<file path="src/rtl/assert_macros.svh">
// assertion helpers shared by the rtl modules
`ifndef ASSERT_MACROS_SVH
`define ASSERT_MACROS_SVH

`ifndef SYNTHESIS

// clocked assertion, disabled while reset is active
`define ASSERT_RST(lbl, clk, rstn, prop, msg) \
    lbl: assert property (@(posedge clk) disable iff (!rstn) prop) else $error(msg);

// clocked assertion, checked at every rising edge
`define ASSERT_ALWAYS(lbl, clk, prop, msg) \
    lbl: assert property (@(posedge clk) prop) else $error(msg);

`else

`define ASSERT_RST(lbl, clk, rstn, prop, msg)
`define ASSERT_ALWAYS(lbl, clk, prop, msg)

`endif

`endif

</file>
<file path="src/rtl/lbs_pkg.sv">
package lbs_pkg;

    // field widths
    localparam int CMD_W   = 2;
    localparam int INDEX_W = 10;
    localparam int KEY_W   = 16;
    localparam int CNT_W   = 11;
    localparam int S_DATA_W = 64;
    localparam int M_DATA_W = 16;

    // command codes
    localparam logic [CMD_W-1:0] CMD_WRITE = 2'd0;
    localparam logic [CMD_W-1:0] CMD_LOWER = 2'd1;
    localparam logic [CMD_W-1:0] CMD_UPPER = 2'd2;

    // one table entry or search key, x most significant in the order (z in the top bits)
    typedef struct packed {
        logic signed [KEY_W-1:0] z;
        logic signed [KEY_W-1:0] y;
        logic signed [KEY_W-1:0] x;
    } key3_t;

    // controller to datapath
    typedef struct packed {
        logic load_write;
        logic load_query;
        logic read_issue;
        logic step;
        logic out_load;
    } lbs_cmd_t;

    // datapath to controller
    typedef struct packed {
        logic n_zero;
        logic step_last;
    } lbs_status_t;

endpackage

</file>
<file path="src/rtl/lbs_ctrl.sv">
`include "assert_macros.svh"

module lbs_ctrl (
    input  logic                      clk,
    input  logic                      rst_n,
    input  logic                      s_tvalid,
    output logic                      s_tready,
    input  logic [lbs_pkg::CMD_W-1:0] s_cmd,
    output logic                      m_tvalid,
    input  logic                      m_tready,
    input  lbs_pkg::lbs_status_t      status,
    output lbs_pkg::lbs_cmd_t         dp_cmd
);

    localparam logic [1:0] ST_IDLE   = 2'd0;
    localparam logic [1:0] ST_ADDR   = 2'd1;
    localparam logic [1:0] ST_CMP    = 2'd2;
    localparam logic [1:0] ST_FINISH = 2'd3;

    logic [1:0] state_reg;
    logic [1:0] state_next;
    logic       m_tvalid_reg;
    logic       m_tvalid_next;
    logic       accept;
    logic       out_free;

    // handshake and commands
    always_comb
    begin
        s_tready = (state_reg == ST_IDLE);
        accept   = s_tvalid && s_tready;
        out_free = !m_tvalid_reg || m_tready;
        dp_cmd.load_write = accept && (s_cmd == lbs_pkg::CMD_WRITE);
        dp_cmd.load_query = accept &&
                            ((s_cmd == lbs_pkg::CMD_LOWER) || (s_cmd == lbs_pkg::CMD_UPPER));
        dp_cmd.read_issue = (state_reg == ST_ADDR);
        dp_cmd.step       = (state_reg == ST_CMP);
        dp_cmd.out_load   = (state_reg == ST_FINISH) && out_free;
    end

    // next state
    always_comb
    begin
        state_next = state_reg;
        case (state_reg)
            ST_IDLE:
            begin
                if (dp_cmd.load_query)
                begin
                    state_next = status.n_zero ? ST_FINISH : ST_ADDR;
                end
            end
            ST_ADDR:
            begin
                state_next = ST_CMP;
            end
            ST_CMP:
            begin
                state_next = status.step_last ? ST_FINISH : ST_ADDR;
            end
            ST_FINISH:
            begin
                if (out_free)
                begin
                    state_next = ST_IDLE;
                end
            end
            default:
            begin
                state_next = ST_IDLE;
            end
        endcase
    end

    // result valid flag
    always_comb
    begin
        if (dp_cmd.out_load)
        begin
            m_tvalid_next = 1'b1;
        end
        else if (m_tready)
        begin
            m_tvalid_next = 1'b0;
        end
        else
        begin
            m_tvalid_next = m_tvalid_reg;
        end
    end

    always_ff @(posedge clk or negedge rst_n)
    begin
        if (!rst_n)
        begin
            state_reg    <= ST_IDLE;
            m_tvalid_reg <= 1'b0;
        end
        else
        begin
            state_reg    <= state_next;
            m_tvalid_reg <= m_tvalid_next;
        end
    end

    assign m_tvalid = m_tvalid_reg;

    `ASSERT_RST(a_addr_then_cmp, clk, rst_n,
        (state_reg == ST_ADDR) |=> (state_reg == ST_CMP),
        "read issue not followed by compare")
    `ASSERT_RST(a_finish_delivers, clk, rst_n,
        (state_reg == ST_FINISH) && out_free |=> m_tvalid_reg && (state_reg == ST_IDLE),
        "finished search did not present its item")

endmodule

</file>
<file path="config.mk">
export PLATFORM = sky130hd
export DESIGN_NAME = lbs_ctrl
export DESIGN_NICKNAME = d
export VERILOG_FILES = /design/src/rtl/lbs_pkg.sv /design/src/rtl/lbs_ctrl.sv
export VERILOG_INCLUDE_DIRS = /design/src /design/src/rtl
export SDC_FILE = /design/constraint.sdc
export NUM_CORES = 1
export LEC_CHECK = 0
export ABC_CLOCK_PERIOD_IN_PS = 900
export BUFFER_PORTS_ARGS = -buffer_cell sky130_fd_sc_hd__buf_2
export CAP_MARGIN = 25
export CORE_AREA = 2 2 39 41
export CTS_BUF_LIST = sky130_fd_sc_hd__clkbuf_8
export DETAILED_ROUTE_END_ITERATION = 16
export DIE_AREA = 0 0 41 43
export GPL_TIMING_DRIVEN = 0
export PLACE_DENSITY = 0.36
export SLEW_MARGIN = 20
export SYNTH_ARGS = -nofsm -noshare
export SYNTH_HDL_FRONTEND = slang
export SYNTH_SLANG_ARGS = --single-unit
</file>
<file path="constraint.sdc">
create_clock -name clk -period 0.9 [get_ports clk]
set_input_delay 0.09 -clock clk [delete_from_list [all_inputs] [get_ports clk]]
set_output_delay 0.09 -clock clk [all_outputs]
set_load 0.01 [all_outputs]
</file>
==> results.md, run 1 <==
Timing:
- In this run the tightest slew margin relative to its limit is 0.858.
- The final clock period utilization by the worst path is 1.26.
- The actual slew at the worst max-slew pin is 213 ps.
- The count of final setup violators is 7.
- Across all setup checks in the final design, the least slack found is -234 ps.
- The number of max-slew violations in the final report came to 0.
- The maximum achievable frequency is 0.882 GHz.
- Setup repair after global routing could not meet its margin everywhere.
- Subtracting the final worst setup slack from the clock period gives roughly 1100 ps.
- The clock skew after layout is 1.30 ps.
- The hold slack is between 100 and 150 ps.
- The summed negative setup slack over all endpoints is -1210 ps.
- The number of endpoints with negative hold slack in the final report is 0.

Drt:
- The remaining design rule violation count is 0.
- The detailed router finished its first iteration with 3 violations.
- In this run the top signal layer used is met3.
- The routed length per placed instance is 9.89 µm.
- The routed layout has 240 vias.
- The routed via count divided by cell count is 3.87.
- Wire segments on met2 add up to 316 µm in the final route.
- The count of antenna-violating nets left after detailed routing is 0.
- Wires add up to 613 µm.
- The number of optimization iterations in the first detailed-route pass is 2.
- The detailed-routing wirelength on met1 is 234 µm.
- The detailed-routed wire length on met3 is ~62 µm.

Power:
- The worst vdd rail ir drop is 1190 µV.
- The cell area power density is 3440 nW/µm².
- The analysis attributes to cell leakage a power of roughly 0.00023 µW.

Synthesis:
- The distinct cell type count of the synthesized netlist is 15.
- Of the post-synthesis cell area, the dominant cell type holds 0.377.
- Yosys printed 0 warnings.
- The synthesized design contains 3 register bits.
- In the post-synthesis netlist, the biggest area contributors are sky130_fd_sc_hd__dfrtp_1 38%, sky130_fd_sc_hd__and2b_2 8.8%, sky130_fd_sc_hd__nor2b_4 6.9%, sky130_fd_sc_hd__ha_1 6.3%, sky130_fd_sc_hd__inv_1 5.7%.
- The cell count after synthesis came out at 22.
- The biggest area consumer among synthesized cells is sky130_fd_sc_hd__dfrtp_1.
- After synthesis the cells add up to 199 µm².
- The post-synthesis net count is 31.
- The share of synthesized area occupied by flip-flops and latches is 0.377.
- A synthesized cell averages approximately 9 µm².

Clocking:
- The clock tree from TritonCTS is done.
- The maximum clock path buffer count is 2.
- The clock insertion delay at the later pin of the skew report is 210 ps.
- After clock tree synthesis, the clock-pin slew on the worst setup and hold paths is about 30 ps.
- TritonCTS created 3 clock buffers.
- The clock root buffer is sky130_fd_sc_hd__clkbuf_8.
- The number of sinks driven by the clock tree is 3.
- In this run the number of H-tree levels came out at 1.

Floorplanning:
- The floorplan step set the die height to 43 µm.
- In this run the core area contains 14 standard-cell rows.
- The area inside the core boundary is approximately 1400 µm².
- The die is around 41 µm wide.
- The count of boundary I/O pins is 15.
- For this configuration, the core starts out at a cell density of 0.144.
- The die covers roughly 1800 µm².

Cells and area:
- The area growth from synthesis to layout is 118%.
- In the final layout, the share of cells above drive strength 1 is 0.717.
- The post-route core utilization is 0.314.
- The final cell area excluding filler cells is roughly 430 µm².
- Across the whole layout, storage elements account for ~78 µm².
- Summing all multi-input logic gate instances after layout gives between 100 and 150 µm².
- The final layout net count is 56.
- The antenna diode instance count is 0.
- The flip-flop count of the largest register, all copies and words added is 2.
- The count of fill cells added during filler insertion is about 150.

Setup path:
- The slowest stage cell on the critical path is sky130_fd_sc_hd__dfrtp_2.
- The largest fanout on the critical path is 6.
- In this run the number of cells on the critical path is 3.
- The nature of the critical path startpoint is a register.
- Data on the critical path is required at its endpoint by approximately 810 ps.
- Among cell families on the critical path, the largest total delay comes from flip-flops.
- The critical setup path kind is register to output pin.
- The category of the worst setup path capture point is an output pin.
- The delay of the slowest cell on the worst path is roughly 440 ps.
- Walking the worst path, the cells encountered are nor2_4 > and3_4 > buf_6.
- The arrival time at the worst endpoint is ~1000 ps.
- Together, buffers and inverters on the worst path number 1.
- Counting cells, the worst reg-to-reg path comes to 2.

Place:
- The number of buffer cells added on primary ports is 14.
- The worst slack at placement is -148 ps.
- The placed wire-length estimate is between 400 and 500 µm.
- The cell area after placement is between 300 and 400 µm².
- The congestion estimate from routability-driven global placement came to between 0.6 and 0.7.

Global routing:
- Across every metal layer, demand over resource in global routing totals 0.0843.
- The via count of the first global-routing pass was approximately 220.
- The first-pass GRT wire length is approximately 900 µm.
- The initial antenna violation count was 0.
- The overall overflow remaining after global route is 0.
- The pin count of the biggest net entering global routing is 7.

Outcome:
- The checks that failed: negative setup slack.
- The flow ran to the end, but the final reports show violations.

Job:
- Across the run, the number of max-cap violations was 0.

Worst hold path:
- The type of the tightest min-delay check is input pin to register.
- The cell depth of the worst hold path is 3.
-- where the power goes --
| part | total (µW) | switching (µW) | internal, µW |
|---|---|---|---|
| Sequential | 322 | 108 | 214 |
| Clock | 377 | 86.8 | 290 |
| Combinational | 795 | 313 | 482 |
-- routing by layer --
metal | up-vias | GRT usage
li1 | 119 | -
met1 | 108 | 0.0932
met2 | 13 | 0.0969
met3 | 0 | 0.0471
met4 | 0 | 0.100
met5 | - | 0
-- metrics by stage --
stage | std cells | power, µW
6_report | 62 | 1490
3_3_place_gp | 52 | 818
4_1_cts | 60 | 1420
2_1_floorplan | 22 | 646
5_1_grt | 62 | 1600
3_5_place_dp | 52 | 825
-- logic make-up (layout without fill, tap and decap cells) --
family / after synthesis / in the layout / synth area share
AND/OR/NAND/NOR: 11 / 11 / 0.352
buffers and inverters: 4 / 28 / 0.0943
AO/OA/AOI/OAI: 3 / 3 / 0.113
adder cells (fa/ha/maj): 1 / 1 / 0.0629
flip-flops: 3 / 3 / 0.377
-- cell usage after synthesis --
cell type / count
sky130_fd_sc_hd__a21oi_1: 1
sky130_fd_sc_hd__and2b_2: 2
sky130_fd_sc_hd__and3_1: 1
sky130_fd_sc_hd__buf_4: 1
sky130_fd_sc_hd__dfrtp_1: 3
sky130_fd_sc_hd__ha_1: 1
sky130_fd_sc_hd__inv_1: 3
sky130_fd_sc_hd__nand2_1: 3
sky130_fd_sc_hd__nand2_2: 1
sky130_fd_sc_hd__nand2b_1: 1
sky130_fd_sc_hd__nor2_1: 1
sky130_fd_sc_hd__nor2b_4: 1
sky130_fd_sc_hd__nor3_1: 1
sky130_fd_sc_hd__o2bb2ai_1: 1
sky130_fd_sc_hd__o32ai_1: 1
-- cell type report --
| class | count | area share |
|---|---|---|
| timing repair buffer | 20 | 0.329 |
| multi-input combinational | 15 | 0.291 |
| sequential | 3 | 0.179 |
| clock buffer | 3 | 0.0951 |
| tap | 16 | 0.0461 |
| buffer | 1 | 0.0259 |
| inverter | 3 | 0.0259 |
| clock inverter | 1 | 0.00865 |
-- repair_timing --
item,4_1_cts,5_1_grt
gates cloned,0,0
setup buffers,3,2
setup endpoints to repair,7,8
pin swaps,3,4
gates resized for setup,6,2
hold endpoints to repair,3,0
hold buffers,1,0
-- cells in the final DEF, fill, tap and decap left out --
| cell type | instances |
|---|---|
| sky130_fd_sc_hd__dfrtp_2 | 2 |
| sky130_fd_sc_hd__buf_2 | 10 |
| sky130_fd_sc_hd__nand2_1 | 2 |
| sky130_fd_sc_hd__nand2b_1 | 1 |
| sky130_fd_sc_hd__buf_6 | 5 |
| sky130_fd_sc_hd__nor2_4 | 1 |
| sky130_fd_sc_hd__and2b_2 | 2 |
| sky130_fd_sc_hd__dlygate4sd3_1 | 1 |
| sky130_fd_sc_hd__dfrtp_1 | 1 |
| sky130_fd_sc_hd__buf_4 | 5 |
| sky130_fd_sc_hd__a21oi_1 | 1 |
| sky130_fd_sc_hd__clkbuf_8 | 3 |
| sky130_fd_sc_hd__and3_4 | 1 |
| sky130_fd_sc_hd__nor2b_4 | 1 |
| sky130_fd_sc_hd__ha_1 | 1 |
| sky130_fd_sc_hd__nand2_2 | 2 |
| sky130_fd_sc_hd__o32ai_1 | 1 |
| sky130_fd_sc_hd__inv_1 | 4 |
| sky130_fd_sc_hd__o2bb2ai_2 | 1 |
| sky130_fd_sc_hd__nor3_1 | 1 |
-- worst reg2reg max path: stages (launching register included) --
cell                      delay, ps
sky130_fd_sc_hd__dfrtp_2        450
sky130_fd_sc_hd__buf_4          160
sky130_fd_sc_hd__o32ai_1        260
-- path summary, 6_finish.rpt --
kind                         startpoint            to  slack (ps)
max reg2reg                state_reg[1]  state_reg[1]         -70
min reg2reg                state_reg[0]  state_reg[0]         670
min                           status[1]  state_reg[1]         130
max                        state_reg[0]     dp_cmd[4]        -230
max in group asynchronous         rst_n  state_reg[0]         580
min in group asynchronous         rst_n  state_reg[1]         200
Note: power is estimated with default switching activity, not from simulation.
==> inputs of run 2 (changes only) <==
ABC_AREA = 1   (was default)
PLACE_DENSITY = 0.38   (was 0.36)
==> results.md, run 2 <==
Synthesis:
- The post-synthesis register bit count is 3.
- The Yosys step of the flow raised 0 warnings.
- The largest total area in the synthesized netlist belongs to sky130_fd_sc_hd__dfrtp_1.
- The cell count after synthesis is 31.
- The mapped netlist covers roughly 230 µm².
- The commonest cells after synthesis are 8 x sky130_fd_sc_hd__inv_1, 5 x sky130_fd_sc_hd__nand2_1, 3 x sky130_fd_sc_hd__dfrtp_1, 3 x sky130_fd_sc_hd__nor2_1.
- The area share of the largest cell type after synthesis is 0.331.
- Counting flops with a built-in enable in the synthesized netlist gives 0.
- When the netlist entered floorplanning its net count stood at 40.
- Among all flip-flop cells after synthesis, the most frequent one is sky130_fd_sc_hd__dfrtp_1.
- After synthesis, the mean cell area works out to about 7.3 µm².
- The most common cell in the synthesized netlist is sky130_fd_sc_hd__inv_1.
- Of all flip-flops after synthesis, the portion carrying an async set or reset was 1.00.
- Of the synthesized area, sequential elements account for 0.331.
- After synthesis, the netlist uses 14 different library cells.
- Sorting the synthesized cells by area gives the leading types as sky130_fd_sc_hd__dfrtp_1 33%, sky130_fd_sc_hd__inv_1 13%, sky130_fd_sc_hd__nand3_2 8.8%, sky130_fd_sc_hd__nand2_1 8.3%, sky130_fd_sc_hd__ha_1 5.5%.

Cells and area:
- The area used by sequential logic in the layout is a little under 80 µm².
- At the end of the flow, the number of nets in the layout was between 60 and 70.
- The leading cell type in the layout, fill and taps excluded is sky130_fd_sc_hd__buf_2.
- The library cells used most frequently in the layout, excluding fill and tap cells, are 11 x sky130_fd_sc_hd__buf_2, 8 x sky130_fd_sc_hd__inv_1, 6 x sky130_fd_sc_hd__buf_6, 4 x sky130_fd_sc_hd__nand2_1, 4 x sky130_fd_sc_hd__buf_4.
- The fraction of final layout cells with drive strength greater than 1 is 0.661.
- The register with the most flip-flops in the layout has 2 of them.
- The final cell count without fillers is 72.
- The antenna diode instance count is 0.
- The count of fill cells added during filler insertion is 153.
- The final cell area excluding filler cells is between 400 and 500 µm².
- The post-route core utilization is 0.335.
- The multi-input combinational cells in the finished layout cover a total of roughly 120 µm².
- The area growth from synthesis to layout is 105%.

Worst hold path:
- The worst hold path begins at m_tready.
- The type of the tightest min-delay check is input pin to register.
- The worst hold path terminates at m_tvalid.
- The worst hold path passes through 2 cells.

Setup path:
- The source of the worst register-to-register timing path is state_reg[0].
- The endpoint identified for the worst register-to-register timing path is state_reg[1].
- The required time of the critical path is around 810 ps.
- In this run the worst path has a maximum fanout of 4.
- The reg-to-reg setup timing slack is -230 ps.
- The nature of the critical path startpoint is a register.
- Traced cell by cell, the critical path runs through nor2_4 > and3_4 > buf_6.
- The kind of cell adding the most delay to the critical path is flip-flops.
- The number of buffers and inverters on the critical path is 1.
- The slowest stage cell on the critical path is sky130_fd_sc_hd__dfrtp_2.
- The cell depth of the worst flop-to-flop path is 7.
- STA classifies the critical path endpoint as an output pin.
- The critical setup path kind is register to output pin.
- Data arrives at the worst endpoint at around 1100 ps.
- For this run, the slowest stage of the critical path takes roughly 420 ps.

Clocking:
- No sink is reached through more buffers than the 2 on the longest clock path.
- TritonCTS built the clock tree.
- In this run the number of H-tree levels came out at 1.
- The tree built by TritonCTS fans out to 3 sinks.
- The clock insertion delay at the later pin of the skew report is 220 ps.
- Counting the buffers created by CTS gives 3.
- Clock-pin slew was measured on the worst setup and hold paths at ~30 ps.
- The clock root buffer is sky130_fd_sc_hd__clkbuf_8.

Drt:
- The routed via count divided by cell count is roughly 3.7.
- Across all layers, the routed design uses between 200 and 300 vias.
- The routed design uses between 300 and 400 µm of met2 wire.
- Signal routing reaches up to met3.
- The first routing iteration left 2 violations.
- The remaining design rule violation count is 0.
- The first detailed-routing pass took 2 iterations.
- The count of antenna-violating nets left after detailed routing is 0.
- The routed length per placed instance is ~8 µm.
- The detailed-routed wire length on met3 is between 30 and 40 µm.
- The total detailed-routing wirelength is ~570 µm.
- The detailed-routing wirelength on met1 is 214 µm.

Floorplanning:
- The number of placement rows is 14.
- In this run the horizontal extent of the chip is 41 µm.
- The count of boundary I/O pins is 15.
- The die covers approximately 1800 µm².
- The core region is between 1000 and 1500 µm².
- The initial core utilization is 0.164.
- The vertical extent of the die is between 40 and 50 µm.

Timing:
- The slack of the critical path is -268 ps.
- The worst path in the final design needs a cycle of around 1200 ps, including I/O delays and setup.
- The number of endpoints with negative hold slack in the final report is 0.
- The actual slew at the worst max-slew pin is between 150 and 200 ps.
- The worst pin sits at a relative slew slack of 0.889.
- Derived from the worst setup path, the maximum achievable clock frequency is around 0.86 GHz.
- Setup total negative slack on the finished layout was measured at -1550 ps.
- In the finished design, the share of the clock period the worst path needs comes to 1.30.
- The hold slack is approximately 110 ps.
- The number of max-slew violations in the final report is 0.
- Setup violations remaining at the end of the flow were counted as 7.
- Setup repair after global routing could not meet its margin everywhere.
- The clock skew after layout is between 0.5 and 0.6 ps.

Power:
- Power spread over the standard cell area amounts to ~3400 nW/µm².
- For this design the static power due to leakage is about 0.00027 µW.
- VDD sags by at most approximately 860 µV.

Place:
- The placed instance count is around 60.
- The placed instances occupy a cell area of about 320 µm².
- The number of buffer cells added on primary ports is 14.
- The placed wire-length estimate is ~370 µm.
- The placer's final routability congestion estimate is around 0.57.

Global routing:
- The initial antenna violation count came to 0.
- The via count of the first global-routing pass is roughly 250.
- The global-route usage over all layers is 0.0894.
- Global routing finished with a remaining overflow of 0.
- The first global-routing pass estimated between 900 and 1000 µm of wire.
- Entering global routing, the biggest net connects 5 pins.

Outcome:
- The checks that failed: negative setup slack.
- The flow ran to the end, but the final reports show violations.

Job:
- The tool flagged a number of max-cap violations equal to 0.
## run 2: cell type report
cell class              instances  share of cell area
plain buffers                   1              0.0162
clock inverters                 1             0.00809
multi-input cells              18               0.264
clock buffers                   3              0.0889
well taps                      16              0.0431
inverters                       9              0.0782
repair buffers                 21               0.334
flip-flops and latches          3               0.167
## run 2: per-layer routing
layer	GRT usage	vias to the layer above
met3	0.0471	0
met5	0	-
li1	-	141
met1	0.0740	118
met2	0.122	10
met4	0.120	0
## run 2: worst max-delay path by stage
stage / start / endpoint / slack, ps / cells past startpoint
2_1_floorplan: state_reg[0] / dp_cmd[4] / -30 / 2
3_3_place_gp: state_reg[0] / dp_cmd[4] / -130 / 3
3_5_place_dp: state_reg[0] / dp_cmd[4] / -120 / 3
4_1_cts: state_reg[0] / dp_cmd[4] / -270 / 3
5_1_grt: state_reg[0] / dp_cmd[4] / -310 / 3
6_report: state_reg[0] / dp_cmd[4] / -270 / 3
## run 2: power by group
part,internal [µW],switching [µW]
Clock,291,91.4
Combinational,504,399
Sequential,210,69.9
Total,1000,561
## run 2: timing repair
action	4_1_cts	5_1_grt
hold buffers	1	0
gates cloned	0	0
resized for setup	7	7
endpoints found under the setup margin	7	8
pin swaps	1	1
endpoints found under the hold margin	3	0
setup buffers	5	1
## run 2: metrics by stage
stage          setup slack, ps  power (µW)
4_1_cts                   -270        1480
5_1_grt                   -310        1690
3_5_place_dp              -117         811
3_3_place_gp              -127         813
6_report                  -268        1560
2_1_floorplan            -25.2         633
## run 2: cells by family (layout without fill, tap and decap cells)
kind of cell / count (synthesis) / after routing / share of synthesized area
buffers and inverters: 10 / 35 / 0.182
and+or+nand+nor: 15 / 15 / 0.370
AOI/OAI and AO/OA: 2 / 2 / 0.0608
DFF: 3 / 3 / 0.331
adders and majority gates: 1 / 1 / 0.0552
